### config.mk
export PLATFORM = sky130hd
export DESIGN_NAME = pwtk_merge
export DESIGN_NICKNAME = d
export VERILOG_FILES = /design/src/rtl/pwtk_pkg.sv /design/src/rtl/pwtk_merge.sv
export SDC_FILE = /design/constraint.sdc
export NUM_CORES = 2
export LEC_CHECK = 0
export ABC_AREA = 1
export BUFFER_PORTS_ARGS = -buffer_cell sky130_fd_sc_hd__buf_2
export CORE_AREA = 2 2 619 621
export DETAILED_ROUTE_END_ITERATION = 16
export DIE_AREA = 0 0 621 623
export GPL_TIMING_DRIVEN = 0
export SYNTH_ARGS = -nofsm -noshare
export SYNTH_HDL_FRONTEND = slang
export SYNTH_SLANG_ARGS = --single-unit
### constraint.sdc
create_clock -name vclk -period 3.73
set_clock_uncertainty 0.15 [all_clocks]
set_input_delay 0.373 -clock vclk [all_inputs]
set_output_delay 0.373 -clock vclk [all_outputs]
set_load 0.05 [all_outputs]
### src/rtl/pwtk_pkg.sv
// shared types, widths and codes for the per-window top-k selector
// used by per_window_top_k_select, pwtk_merge, pwtk_drain, pwtk_checker and tb_top, no dependencies
`default_nettype none

package pwtk_pkg;

   localparam int MAX_WINDOWS = 256;
   localparam int MAX_KEEP    = 16;

   localparam int WIN_W    = $clog2(MAX_WINDOWS);
   localparam int IDX_W    = $clog2(MAX_KEEP);
   localparam int CNT_W    = $clog2(MAX_KEEP + 1);
   localparam int KEEP_W   = 5;
   localparam int WCOUNT_W = 9;
   localparam int ID_W     = 16;
   localparam int SCORE_W  = 32;

   // stream payload layout, lowest field first
   localparam int WINDOW_LSB = 0;
   localparam int ID_LSB     = WINDOW_LSB + 8;
   localparam int SCORE_LSB  = ID_LSB + ID_W;
   localparam int REQ_DATA_W = 56;
   localparam int REQ_USER_W = 2;
   localparam int RSP_DATA_W = 56;
   localparam int RSP_USER_W = 1;

   localparam int CSR_IDX_W  = 1;
   localparam int CSR_DATA_W = 9;

   typedef enum logic [CSR_IDX_W-1:0] {
      CSR_KEEP    = 1'b0,
      CSR_WINDOWS = 1'b1
   } csr_index_type;

   typedef enum logic {
      CMD_INSERT = 1'b0,
      CMD_DRAIN  = 1'b1
   } cmd_type;

   typedef struct packed {
      logic        [ID_W-1:0]    id;
      logic signed [SCORE_W-1:0] score;
   } entry_type;

   // one memory row holds a whole window: its fill count and its sorted list
   typedef struct packed {
      logic      [CNT_W-1:0]      count;
      entry_type [MAX_KEEP-1:0]   ent;
   } row_type;

   typedef struct packed {
      row_type              row;
      logic [CNT_W-1:0]     keep;
      entry_type            cand;
   } insert_req_type;

   typedef struct packed {
      logic                     load;
      logic [WIN_W-1:0]         window;
      logic [CNT_W-1:0]         count;
      entry_type [MAX_KEEP-1:0] ent;
   } drain_load_type;

   function automatic logic [CNT_W-1:0] cnt_min(input logic [CNT_W-1:0] a,
                                                input logic [CNT_W-1:0] b);
      cnt_min = (a > b) ? b : a;
   endfunction

endpackage

`default_nettype wire

### src/rtl/pwtk_merge.sv
// sorted insertion of one candidate into a window row read from memory
// depends on pwtk_pkg
`default_nettype none

module pwtk_merge (
   input  wire pwtk_pkg::insert_req_type ins,
   output pwtk_pkg::row_type             row_out
);
   import pwtk_pkg::*;

   logic [CNT_W-1:0]    n;
   logic [MAX_KEEP-1:0] ge;
   logic [IDX_W-1:0]    bottom;

   always_comb begin
      n      = cnt_min(ins.row.count, ins.keep);
      bottom = IDX_W'(ins.keep - CNT_W'(1));

      // entries that stay ahead of the newcomer form a prefix of the list
      for (int i = 0; i < MAX_KEEP; i++) begin
         ge[i] = (CNT_W'(i) < n) && (ins.row.ent[i].score >= ins.cand.score);
      end

      // each slot keeps its entry, takes the newcomer or takes its upper neighbour
      row_out.ent[0] = ge[0] ? ins.row.ent[0] : ins.cand;
      for (int i = 1; i < MAX_KEEP; i++) begin
         if (ge[i]) begin
            row_out.ent[i] = ins.row.ent[i];
         end else if (ge[i-1]) begin
            row_out.ent[i] = ins.cand;
         end else begin
            row_out.ent[i] = ins.row.ent[i-1];
         end
      end

      if (ins.keep == '0) begin
         row_out.count = '0;
      end else if (ge[bottom]) begin
         // newcomer only ties or trails a full list
         row_out.count = n;
      end else if (n == ins.keep) begin
         row_out.count = n;
      end else begin
         row_out.count = n + CNT_W'(1);
      end
   end

endmodule

`default_nettype wire

# Word level (Yosys, flattened, before mapping)

Index checks and enable logic that the tools add are counted.

Register bits after elaboration: 0
Input bits: 826
Output and inout bits: 773

$add $sub $neg: 2
$lt $le $gt $ge: 34
Equal/unequal tests: 1
Multiplexer cells: 37
Reductions and logical operators: 17

Operators with widths:

| cell                | count |
|---|---|
| $mux 48             | 31 |
| $ge 32x32->1        | 16 |
| $lt 4x5->1 const A  | 8 |
| $lt 3x5->1 const A  | 4 |
| $mux 5              | 4 |
| $logic_and 1x1->1   | 16 |
| $lt 1x5->1 const A  | 2 |
| $lt 2x5->1 const A  | 2 |
| $add 5x1->5 const B | 1 |
| $eq 5x5->1          | 1 |
| $gt 5x5->1          | 1 |
| $logic_not 5->1     | 1 |
| $lt 4x5->1 const B  | 1 |
| $bmux 1 s4          | 1 |
| $sub 4x1->4 const B | 1 |
| $mux 1              | 1 |

# Longest topological paths before layout

Depth after elaboration: 8
Gate-level depth with buffers: 25

# Worst setup path after synthesis

Ideal clock, no wire load.

Path type: input to output
Start: input ins[31] in the netlist's numbering
End: output row_out[694] in the netlist's numbering
Arrival time: 3941 ps
Required time: 3207 ps
Path slack: -734 ps
Stages: 16
Buffers on the path: 4
Cell sequence: clkbuf_1 clkbuf_1 inv_1 ha_1 nand2_1 nor2_1 nand2_1 nor4_1 nand2_1 nand3_1 nand3_1 nand2_1 buf_4 clkbuf_1 o21ai_0 o21ai_0

RTL lines:

| what        | line            | source |
|---|---|---|
| from (decl) | pwtk_merge.sv:6 | `input wire pwtk_pkg::insert_req_type ins,` |
| to (decl)   | pwtk_merge.sv:7 | `output pwtk_pkg::row_type row_out` |

==> summary by stage <==
Yosys
The combined area of all synthesized cells is 0.0293 sq mm. Each instance of the synthesized netlist takes up on average 5.48 sq um. Counting every net in the synthesized netlist gives 6704.

The number of different library cells used by synthesis comes to 37. Synthesis produced a netlist whose cell count is 5358. Sequential cells were found to cover 0% of the synthesized design area. The count of yosys warnings during synthesis is 0.

Final layout
The share of final-layout standard cells stronger than drive strength 1 is 42.8%. In the layout the commonest cells are sky130_fd_sc_hd__nand2_1, sky130_fd_sc_hd__buf_2, sky130_fd_sc_hd__inv_1. The layout has 0 clock buffers. The final layout contains 8433 nets. The non-filler instance count after layout is 12.4k. After routing the design area is 0.0565 sq mm. Leaving out fill and tap cells, the most frequent cell in the layout is sky130_fd_sc_hd__nand2_1. The area added between synthesis and finish is 92.4%. The layout has 44.5k filler cells. Across the whole layout, storage elements account for 0 sq um. In the finished design the tool counted flip-flops and latches totalling 0.

Power and ir drop
The largest vdd supply drop is 0.302 mV. The power density of the placed cells is 547 mW/mm^2. The analysis attributes to cell leakage a power of 26.9 nW. The total power of the final layout is 0.0309 W.

Floorplan
From left edge to right edge, the die measures 621 microns. The number of top-level design ports is 1599. The floorplan step set the die height to 623 microns. The floorplan step defined a die boundary enclosing 0.387 sq mm. The effective utilization at floorplan is 7.71%. The core area is 0.381 sq mm. The row count is 227.

Route
Dividing the detail-routed wire length by the instance count gives 42.2 microns. The detailed-router iteration count before antenna repair is 6. In the routed layout, each cell is associated on average with a via count of 4.12. After the first detailed-routing iteration, the DRC count stood at 5150.

The number of nets with antenna violations after detailed routing is 0. The post-route DRC violation count is 0. The routed via count is 50.9k.

The routed design has 522000 microns of wire.

Clock network
The number of hold buffers added after cts is 0.

Timing
Setup repair after global routing could not meet its margin everywhere. Setup violations remaining at the end of the flow were counted as 773. Adding up every negative setup slack in the final design gives -463.19 ns. The final count of pins violating max slew is 22.

Counting I/O delays and the setup requirement, the final critical path takes 4.53 ns. The number of failing hold endpoints at the final stage is 0. The highest clock rate is 221 MHz. The worst hold slack is 1.02 ns.

Dividing the final minimum period by the clock period gives 122%. The relative slew slack is -6.59%. The setup slack of the critical path after layout is -0.803 ns. The transition time at the pin with the least slew margin is 1.60 ns.

Critical path
The maximum single-stage delay on the critical path is 0.47 ns. The sort of element at the end of the critical path is an output port. STA puts the critical path data arrival time at 4.01 ns. The signal on the critical path passes through clkbuf_16 -> clkinvlp_4 -> buf_12 -> buf_8 -> ha_4 -> nand4_1 -> nor4_4 -> buf_6 -> nand4_1 -> nand3_4 -> nand2_8 -> buf_12 -> buf_6 -> o211ai_1 -> o21ai_2 -> buf_6. The slowest cell on the critical path is sky130_fd_sc_hd__nand4_1.

The cell with the most instances on the worst path is sky130_fd_sc_hd__buf_6. The critical path is of the in2out type. STA classifies the critical path startpoint as an input port.

Data on the critical path is required at its endpoint by 3.21 ns. In this run the worst path has a maximum fanout of 10.

Placed design
Summing all placed instances gives a cell area of 0.0467 sq mm. After detailed placement, the design holds a cell count of 12.0k. At the end of routability-driven placement, the weighted congestion stood at 1.04. The quantity of I/O buffers inserted on ports is 1568.

The final HPWL from detailed placement is 470000 microns.

Status
The final reports fail on capacitance limit, slew limit, setup timing. The flow ran to the end, but the final reports show violations.

GRT
The initial antenna violation count is 300. The total routing resource utilization after global routing is 25.5%. Entering global routing, the biggest net connects 18 pins. The via count of the first global-routing pass is 47.5k. The global-route wire length before repair is 619000 microns. Global routing finished with a remaining overflow of 0.

Run
The tool flagged a number of max-cap violations equal to 2.

Worst hold path
The type of the tightest min-delay check is in2out.
-- per-stage QoR --
| step | util (%) | worst slack (ns) |
|---|---|---|
| floorplan | - | -0.173 |
| global placement | 12.2 | -7.06 |
| detailed placement | 12.3 | -5.67 |
| CTS | 14.0 | -0.930 |
| global route | 14.8 | -0.796 |
| finish | 14.8 | -0.803 |
-- cell families after synthesis --
family / Yosys count / synth area share [%]
adders and majority gates: 520 / 22.2
buffers and inverters: 1245 / 16.9
xor gates and xnor gates: 7 / 0.209
AOI/OAI and AO/OA: 1854 / 37.3
and+or+nand+nor: 1731 / 23.4
muxes: 1 / 0.0341
-- layout make-up --
cell class	count	area, sq um	share of cell area [%]
Multi-Input combinational cell	4113	29400	52.0
Timing Repair inverter	1	11.3	0.0199
Timing Repair Buffer	1732	12300	21.7
Antenna cell	246	616	1.09
Inverter	839	3460	6.13
Tap cell	5038	6300	11.2
Buffer	400	4430	7.85
-- critical path: cells and delay by family --
kind	cells	cell delay, ns
simple gates	5	1.34
buf+inv	8	1.31
compound gates	2	0.62
fa+ha+maj	1	0.25
-- report_power, final --
group / switching [W] / internal (W)
Combinational: 0.0231 / 0.00776
Sequential: 0 / 0
Clock: 0 / 0.00000000895
Total: 0.0231 / 0.00776
-- cell usage after synthesis (all sizes together) --
master / instances / area (sq um)
o21a: 37 / 278
xor2: 6 / 52.6
nand3: 76 / 393
o22ai: 1 / 6.26
ha: 520 / 6510
nand3b: 1 / 7.51
nor3: 8 / 40.0
clkbuf: 202 / 758
mux2i: 1 / 10.0
nor3b: 4 / 30.0
xnor2: 1 / 8.76
nor2: 189 / 722
and3: 3 / 18.8
a21o: 9 / 67.6
inv: 839 / 3150
nand2: 1395 / 5300
o211ai: 579 / 4350
a31oi: 47 / 294
buf: 204 / 1060
o21bai: 3 / 22.5
o21ai: 880 / 4430
nand4: 45 / 282
nor4: 10 / 62.6
a21oi: 298 / 1500
-- what timing repair did --
item,in CTS,in global routing
gates cloned,8,10
setup endpoints to repair,773,773
pin swaps,88,99
setup buffers,100,41
gates resized for setup,1612,648
-- layer usage --
metal | share of wire [%] | wire length (microns) | track usage (%) | up-vias
met2 | 45 | 236000 | 41.7 | 3183
met3 | 13 | 67600 | 12.8 | 903
li1 | - | - | - | 22087
met4 | 7.3 | 37800 | 14.1 | 162
met1 | 34 | 179000 | 26.5 | 24581
met5 | 0.19 | 1010 | 0 | -
-- worst paths after layout --
kind / startpoint / to / slack [ns] / cells after the start
max: ins[16] / row_out[378] / -0.80 / 16
min: ins[147] / row_out[94] / 1.02 / 4
No activity file was read; power rests on OpenSTA's default activity.
