`config.mk`:
```
export PLATFORM = sky130hd
export DESIGN_NAME = pwtk_ram
export DESIGN_NICKNAME = d
export VERILOG_FILES = /design/src/rtl/pwtk_ram.sv
export SDC_FILE = /design/constraint.sdc
export NUM_CORES = 1
export LEC_CHECK = 0
export BUFFER_PORTS_ARGS = -buffer_cell sky130_fd_sc_hd__buf_4
export CAP_MARGIN = 20
export CORE_MARGIN = 8
export CORE_UTILIZATION = 52
export DETAILED_ROUTE_END_ITERATION = 16
export PLACE_DENSITY = 0.65
export SYNTH_ARGS = -nofsm -noshare
export SYNTH_HDL_FRONTEND = slang
export SYNTH_SLANG_ARGS = --single-unit
```
`constraint.sdc`:
```
create_clock -name clock -period 5.7 [get_ports clock]
set_input_delay 1.14 -clock clock [delete_from_list [all_inputs] [get_ports clock]]
set_output_delay 1.14 -clock clock [all_outputs]
set_load 0.01 [all_outputs]
```
`src/rtl/pwtk_ram.sv`:
```
// generic single-write, single-read synchronous ram with registered read data
// no dependencies
`default_nettype none

module pwtk_ram #(
   parameter int WIDTH = 8,
   parameter int DEPTH = 16
) (
   input  wire logic                     clock,
   input  wire logic                     wr_en,
   input  wire logic [$clog2(DEPTH)-1:0] wr_addr,
   input  wire logic [WIDTH-1:0]         wr_data,
   input  wire logic                     rd_en,
   input  wire logic [$clog2(DEPTH)-1:0] rd_addr,
   output logic      [WIDTH-1:0]         rd_data
);

   logic [WIDTH-1:0] mem_ff [DEPTH];
   logic [WIDTH-1:0] rd_data_ff;

   always_ff @(posedge clock) begin
      if (wr_en) begin
         mem_ff[wr_addr] <= wr_data;
      end
      if (rd_en) begin
         rd_data_ff <= mem_ff[rd_addr];
      end
   end

   assign rd_data = rd_data_ff;

endmodule

`default_nettype wire

```
Yosys cells after proc, flatten, opt, wreduce, memory -nomap -nowiden
Memories as Yosys holds them, arrays and structs flattened. A register that Yosys moved wholly into a read port is not among the register bits.
Cells that the tools add are included.
{"block": "totals", "regBits": 0, "latch_bits": 0, "ramBits": 128, "romBits": 0, "input_bits": 19, "output_inout_bits": 8, "word_cells": 3, "n_memories": 1}
{"name": "mem_ff", "depth": 16, "word_bits": 8, "rd": 1, "rd_clocked_by_memory_dff": 1, "wr": 1, "line_no": "18", "text": "logic [WIDTH-1:0] mem_ff [DEPTH];"}
{"block": "op_classes", "addsub": 0, "multipliers": 0, "n_div": 0, "order_cmp": 0, "eq_ne": 0, "shift": 0, "mux": 2, "bitwise": 0, "n_reduce_logical": 0}
{"op": "$mux 1", "n": 2}

Logic depth before layout (Yosys ltp)
Gate-level depths: netlist of run 1.
{"block": "depth", "depth_word": 2, "ltp_mapped": 5, "depth_no_buf": 3}

Worst setup path before layout of run 1
OpenSTA, ideal clock, no wires.
{"block": "synth_timing", "path_type": "input-to-reg", "start": "in wr_addr[2]", "end": "mem mem_ff[0][0], enable pin", "setup_time_ps": 383, "t_arrival_ps": 2250, "required_time_ps": 5317, "slack_ps": 3067, "stages": 2, "path_buffers": 0, "path_cell_list": "or3b_2 > nor3_1"}
{"item": "start: declaration", "line_no": "11", "text": "input wire logic [$clog2(DEPTH)-1:0] wr_addr,"}
{"item": "end: declaration", "line_no": "18"}
Straight into the memory's write port.

==> results of run 1 <==
critical path: stages:
cell and delay, ps:
buf_4 470, mux4_1 630, a22oi_1 300, nand2_1 90
worst paths after layout:
check,from,endpoint,slack [ps],cells past startpoint
max,rd_addr[0],rd_data[5],3290,4
min,mem_ff[14][7],rd_data[7],750,3
max reg2reg,mem_ff[0][5],rd_data[5],4190,3
min reg2reg,mem_ff[14][7],rd_data[7],750,3
area by class of cell:
type / instances / area, µm²
flip-flops and latches: 136 / 4080
fillers: 683 / 3620
multi-input cells: 83 / 1060
clock buffers: 19 / 422
repair buffers: 30 / 223
clock inverters: 13 / 201
well taps: 133 / 166
power by group through the flow:
stage | combinational (µW) | clock [µW] | sequential (µW)
floorplan | 56.9 | 0 | 1150
global placement | 103 | 0 | 1150
detailed placement | 105 | 0 | 1150
CTS | 105 | 1140 | 1130
global route | 112 | 1190 | 1140
finish | 103 | 1130 | 1130
metal layers:
layer | vias to the layer above | wire length (µm) | track usage
met5 | - | 0 | 0
met1 | 1207 | 3930 | 0.205
met2 | 109 | 4560 | 0.238
met3 | 9 | 851 | 0.0403
li1 | 1065 | - | -
met4 | 0 | 107 | 0.0640
sequential cells by signal, summed over array words and instances, names as in the netlist:
register,cells
mem_ff,128
rd_data,8
per-stage QoR:
step                cell area [µm²]  instances  setup WS, ps  power, µW
global route                   6150        414          3190       2430
CTS                            6150        413          3150       2380
global placement               5530        381          2680       1260
finish                         6150        414          3290       2370
floorplan                      5230        229          3070       1210
detailed placement             5530        381          2610       1260
layout by cell type, fill, tap and decap left out, types with 3 or more instances in the layout:
cell | netlist | routed
buf_4 | 1 | 29
clkbuf_16 | 0 | 16
edfxtp_1 | 136 | 136
bufinv_16 | 0 | 5
mux4_2 | 18 | 18
nor2_1 | 13 | 13
nand2_1 | 9 | 9
a22oi_1 | 16 | 16
clkinv_2 | 0 | 3
mux4_1 | 14 | 14
nor3_1 | 4 | 4
cell families after synthesis:
logic type      count (synthesis)  share of synthesized area
flops                         136                      0.781
compound gates                 16                     0.0230
mux                            32                      0.148
simple gates                   35                     0.0314
buf+inv                        10                     0.0165
==> results.sh, run 1 <==
export IMPL_post_route_min_period_ps=2410
export IMPL_clock_skew_ps=17.8
export IMPL_critPathCaptureType="flip-flop"
export IMPL_placementRows=36
export IMPL_clock_latency_ps=500
export IMPL_cts_resized=0
export IMPL_start_kind="input port"
export IMPL_initial_core_util=0.535
export IMPL_tns_ps=0
export IMPL_synth_avg_cell_area_um2=22.8
export IMPL_clk_pin_slew_ps=60
export IMPL_synth_nets=248
export IMPL_vias_per_cell=5.77
export IMPL_synth_area_leader_cell="edfxtp_1"
export IMPL_synth_seq_cells=136
export IMPL_worst_pin_slew_ps=895
export IMPL_grt_max_degree=33
export IMPL_worstPathRequired_ps=5940
export IMPL_grt_use_total=0.154
export IMPL_fmax_ghz=0.415
export IMPL_place_gp_congestion=0.737
export IMPL_synthTopCellsByCount="edfxtp_1, mux4_2, a22oi_1"
export IMPL_pwr_share_comb=0.044
export IMPL_cts_root_buffer_cell="clkbuf_8"
export IMPL_ir_drop_v=0.000227
export IMPL_drtPass1Iterations=4
export IMPL_cap_violations=0
export IMPL_ctsHoldBuffers=0
export IMPL_internal_power_uw=1920
export IMPL_route_vias_total=2390
export IMPL_status="complete, no violations"
export IMPL_synth_area_um2=5230
export IMPL_die_area_um2=13500
export IMPL_slew_viol_final=0
export IMPL_cts_made_buffers=17
export IMPL_drc=0
export IMPL_layout_drive_gt1_share=0.278
export IMPL_leakagePower_uw=0.00205
export IMPL_utilization=0.630
export IMPL_synth_ff_type="edfxtp_1"
export IMPL_yosys_warnings=0
export IMPL_clock_power_share=0.478
export IMPL_post_dp_hpwl_um=5850
export IMPL_syn_instance_count=229
export IMPL_die_w_um=116
export IMPL_clock_sinks=136
export IMPL_cts_setup_buffers=0
export IMPL_criticalPathCategory="input port to flip-flop"
export IMPL_grt_overflow_total=0
export IMPL_p_switching_uw=446
export IMPL_grt_pass1_wl_um=14400
export IMPL_yosysTopAreaCellShare=0.781
export IMPL_grt_pass1_vias=2466
export IMPL_p_per_area_nw_per_um2=385
export IMPL_wirelength_um=9450
export IMPL_seq_power_share=0.478
export IMPL_core_um2=9770
export IMPL_crit_arrival_ps=2650
export IMPL_io_pins=27
export IMPL_slew_headroom=0.401
export IMPL_nNetsFinal=287
export IMPL_htreeDepth=4
export IMPL_port_buffers=26
export IMPL_wl_per_cell_um=22.8
export IMPL_cp_max_fo=32
export IMPL_finalHoldViolCount=0
export IMPL_diodes=0
export IMPL_antenna_found_initial=0
export IMPL_finalCritPeriodShare=0.423
export IMPL_ctsLongestPathBuffers=2
export IMPL_synth_cell_types=18
export IMPL_die_h_um=116
export IMPL_async_flop_share=0
export IMPL_hold_ws_ps=755
export IMPL_final_antenna_net_count=0
export IMPL_syn_to_final_growth_pct=17.7
export IMPL_synthTopCellsByArea="edfxtp_1, mux4_2, mux4_1"
export IMPL_rsz0062_at_grt="false"
export IMPL_synth_edf_count=136
export IMPL_hold_path_class="flip-flop to flip-flop"
export IMPL_drtIter0Drc=169
export IMPL_netSwitchingFraction=0.188
export IMPL_synth_seq_area_share=0.781
export IMPL_synth_most_common_cell="edfxtp_1"
export IMPL_setup_viol=0
export IMPL_cts_tree="built"
Power figures use the tool's default switching activity.
==> run 2: changes to the inputs <==
==> constraint.sdc (replaced) <==
create_clock -name clock -period 2.4 [get_ports clock]
set_input_delay 0.48 -clock clock [delete_from_list [all_inputs] [get_ports clock]]
set_output_delay 0.48 -clock clock [all_outputs]
set_load 0.01 [all_outputs]
==> run 2 against run 1 <==
Against the previous run: power is 130% higher; die area stayed put; count of clock-buffer cells in the layout is 2 lower; critical path depth is 1 higher; largest cell class unchanged.
==> results.sh, run 2 (synthesis gave the netlist of run 1 again) <==
export IMPL_cap_violations=0
export IMPL_wirelength_um=9800
export IMPL_worstPathRequired_ps=2660
export IMPL_route_vias_total=2450
export IMPL_criticalPathCategory="input port to flip-flop"
export IMPL_syn_to_final_growth_pct=19.7
export IMPL_port_buffers=26
export IMPL_tns_ps=0
export IMPL_grt_max_degree=33
export IMPL_placed_cell_area_um2=5660
export IMPL_cpPeakStageDelay_ps=550
export IMPL_htreeDepth=4
export IMPL_cts_made_buffers=17
export IMPL_cp_max_fo=19
export IMPL_drtIter0Drc=175
export IMPL_cts_tree="built"
export IMPL_cts_root_buffer_cell="clkbuf_8"
export IMPL_rsz0062_at_grt="false"
export IMPL_status="complete, no violations"
export IMPL_finalCritPeriodShare=0.670
export IMPL_die_h_um=116
export IMPL_drtPass1Iterations=4
export IMPL_antenna_found_initial=0
export IMPL_worst_pin_slew_ps=450
export IMPL_r2r_slack_ps=880
export IMPL_cp_depth=5
export IMPL_nNetsFinal=304
export IMPL_startpoint="rd_addr[0]"
export IMPL_ir_drop_v=0.000597
export IMPL_placementRows=36
export IMPL_max_flop_register="mem_ff"
export IMPL_io_pins=27
export IMPL_grt_overflow_total=0
export IMPL_slew_viol_final=0
export IMPL_fillerInstances=662
export IMPL_cts_setup_buffers=0
export IMPL_path_buf_inv=2
export IMPL_die_w_um=116
export IMPL_setup_viol=0
export IMPL_initial_core_util=0.535
export IMPL_p_per_area_nw_per_um2=885
export IMPL_post_route_min_period_ps=1610
export IMPL_largest_register_ffs=128
export IMPL_diodes=0
export IMPL_pre_cts_ws_ps=239
export IMPL_slew_headroom=0.700
export IMPL_slowest_stage="mux4_1"
export IMPL_seq_area_um2=4080
export IMPL_utilization=0.640
export IMPL_leakagePower_uw=0.00213
export IMPL_start_kind="input port"
export IMPL_clock_skew_ps=6.30
export IMPL_post_dp_hpwl_um=6240
export IMPL_clock_latency_ps=510
export IMPL_die_area_um2=13500
export IMPL_vias_per_cell=5.68
export IMPL_critPathTopFamily="multiplexers"
export IMPL_r2r_start="mem_ff[5][2]"
export IMPL_reg2reg_to="rd_data[2]"
export IMPL_ctsHoldBuffers=0
export IMPL_reg2regPathDepth=3
export IMPL_multi_input_area_um2=1060
export IMPL_wl_per_cell_um=22.7
export IMPL_hold_path_class="input port to flip-flop"
export IMPL_core_um2=9770
export IMPL_ctsLongestPathBuffers=2
export IMPL_mostFrequentLayoutCells="edfxtp_1, buf_4, mux4_2"
export IMPL_grt_pass1_wl_um=15200
export IMPL_hold_ws_ps=264
export IMPL_critPathMostFrequentCell="buf_4"
export IMPL_drc=0
export IMPL_cts_resized=0
export IMPL_layout_drive_gt1_share=0.326
export IMPL_fmax_ghz=0.622
export IMPL_final_common_cell="edfxtp_1"
export IMPL_crit_arrival_ps=1870
export IMPL_critPathCaptureType="flip-flop"
export IMPL_clock_sinks=136
export IMPL_grt_use_total=0.163
export IMPL_hold_start="rd_en"
export IMPL_fin_area_um2=6260
export IMPL_final_antenna_net_count=0
export IMPL_finalHoldViolCount=0
export IMPL_finalWorstSetupSlack_ps=793
export IMPL_crit_chain="buf_4, buf_4, mux4_1, a22oi_1, nand2_1"
export IMPL_place_gp_congestion=0.710
export IMPL_clk_pin_slew_ps=60
export IMPL_grt_pass1_vias=2598
export IMPL_endpoint="rd_data[2]"
==> run 2: through the flow <==
| step | std cells | power (µW) |
|---|---|---|
| after floorplan | 229 | 2880 |
| after global placement | 399 | 3000 |
| after detailed placement | 399 | 3000 |
| after CTS | 431 | 5580 |
| after global routing | 431 | 5700 |
| final | 431 | 5540 |
==> run 2: how the worst min path moves through the flow <==
stage,to,cells past startpoint
after floorplan,mem_ff[0][0],0
after global placement,rd_data[5],3
after detailed placement,rd_data[1],3
after CTS,rd_data[4],1
after global routing,rd_data[4],1
final,rd_data[4],1
==> run 2: area by class of cell <==
type / instances / area share
sequential: 136 / 0.653
multi-input combinational: 83 / 0.169
clock buffer: 17 / 0.0662
timing repair buffer: 47 / 0.0564
clock inverter: 15 / 0.0294
tap: 133 / 0.0266
==> run 2: per-layer routing <==
| metal | GRT usage | vias to the layer above | routed length, µm |
|---|---|---|---|
| met1 | 0.223 | 1276 | 4460 |
| met3 | 0.0496 | 12 | 513 |
| met4 | 0.0683 | 0 | 200 |
| met2 | 0.238 | 68 | 4620 |
| li1 | - | 1094 | - |
| met5 | 0 | - | 0 |
==> run 2: report_power, final <==
part           total (µW)  switching [µW]  internal [µW]  leakage (µW)
clock                2590             919           1670      0.000287
sequential           2690            13.8           2680       0.00124
combinational         259             141            117      0.000606
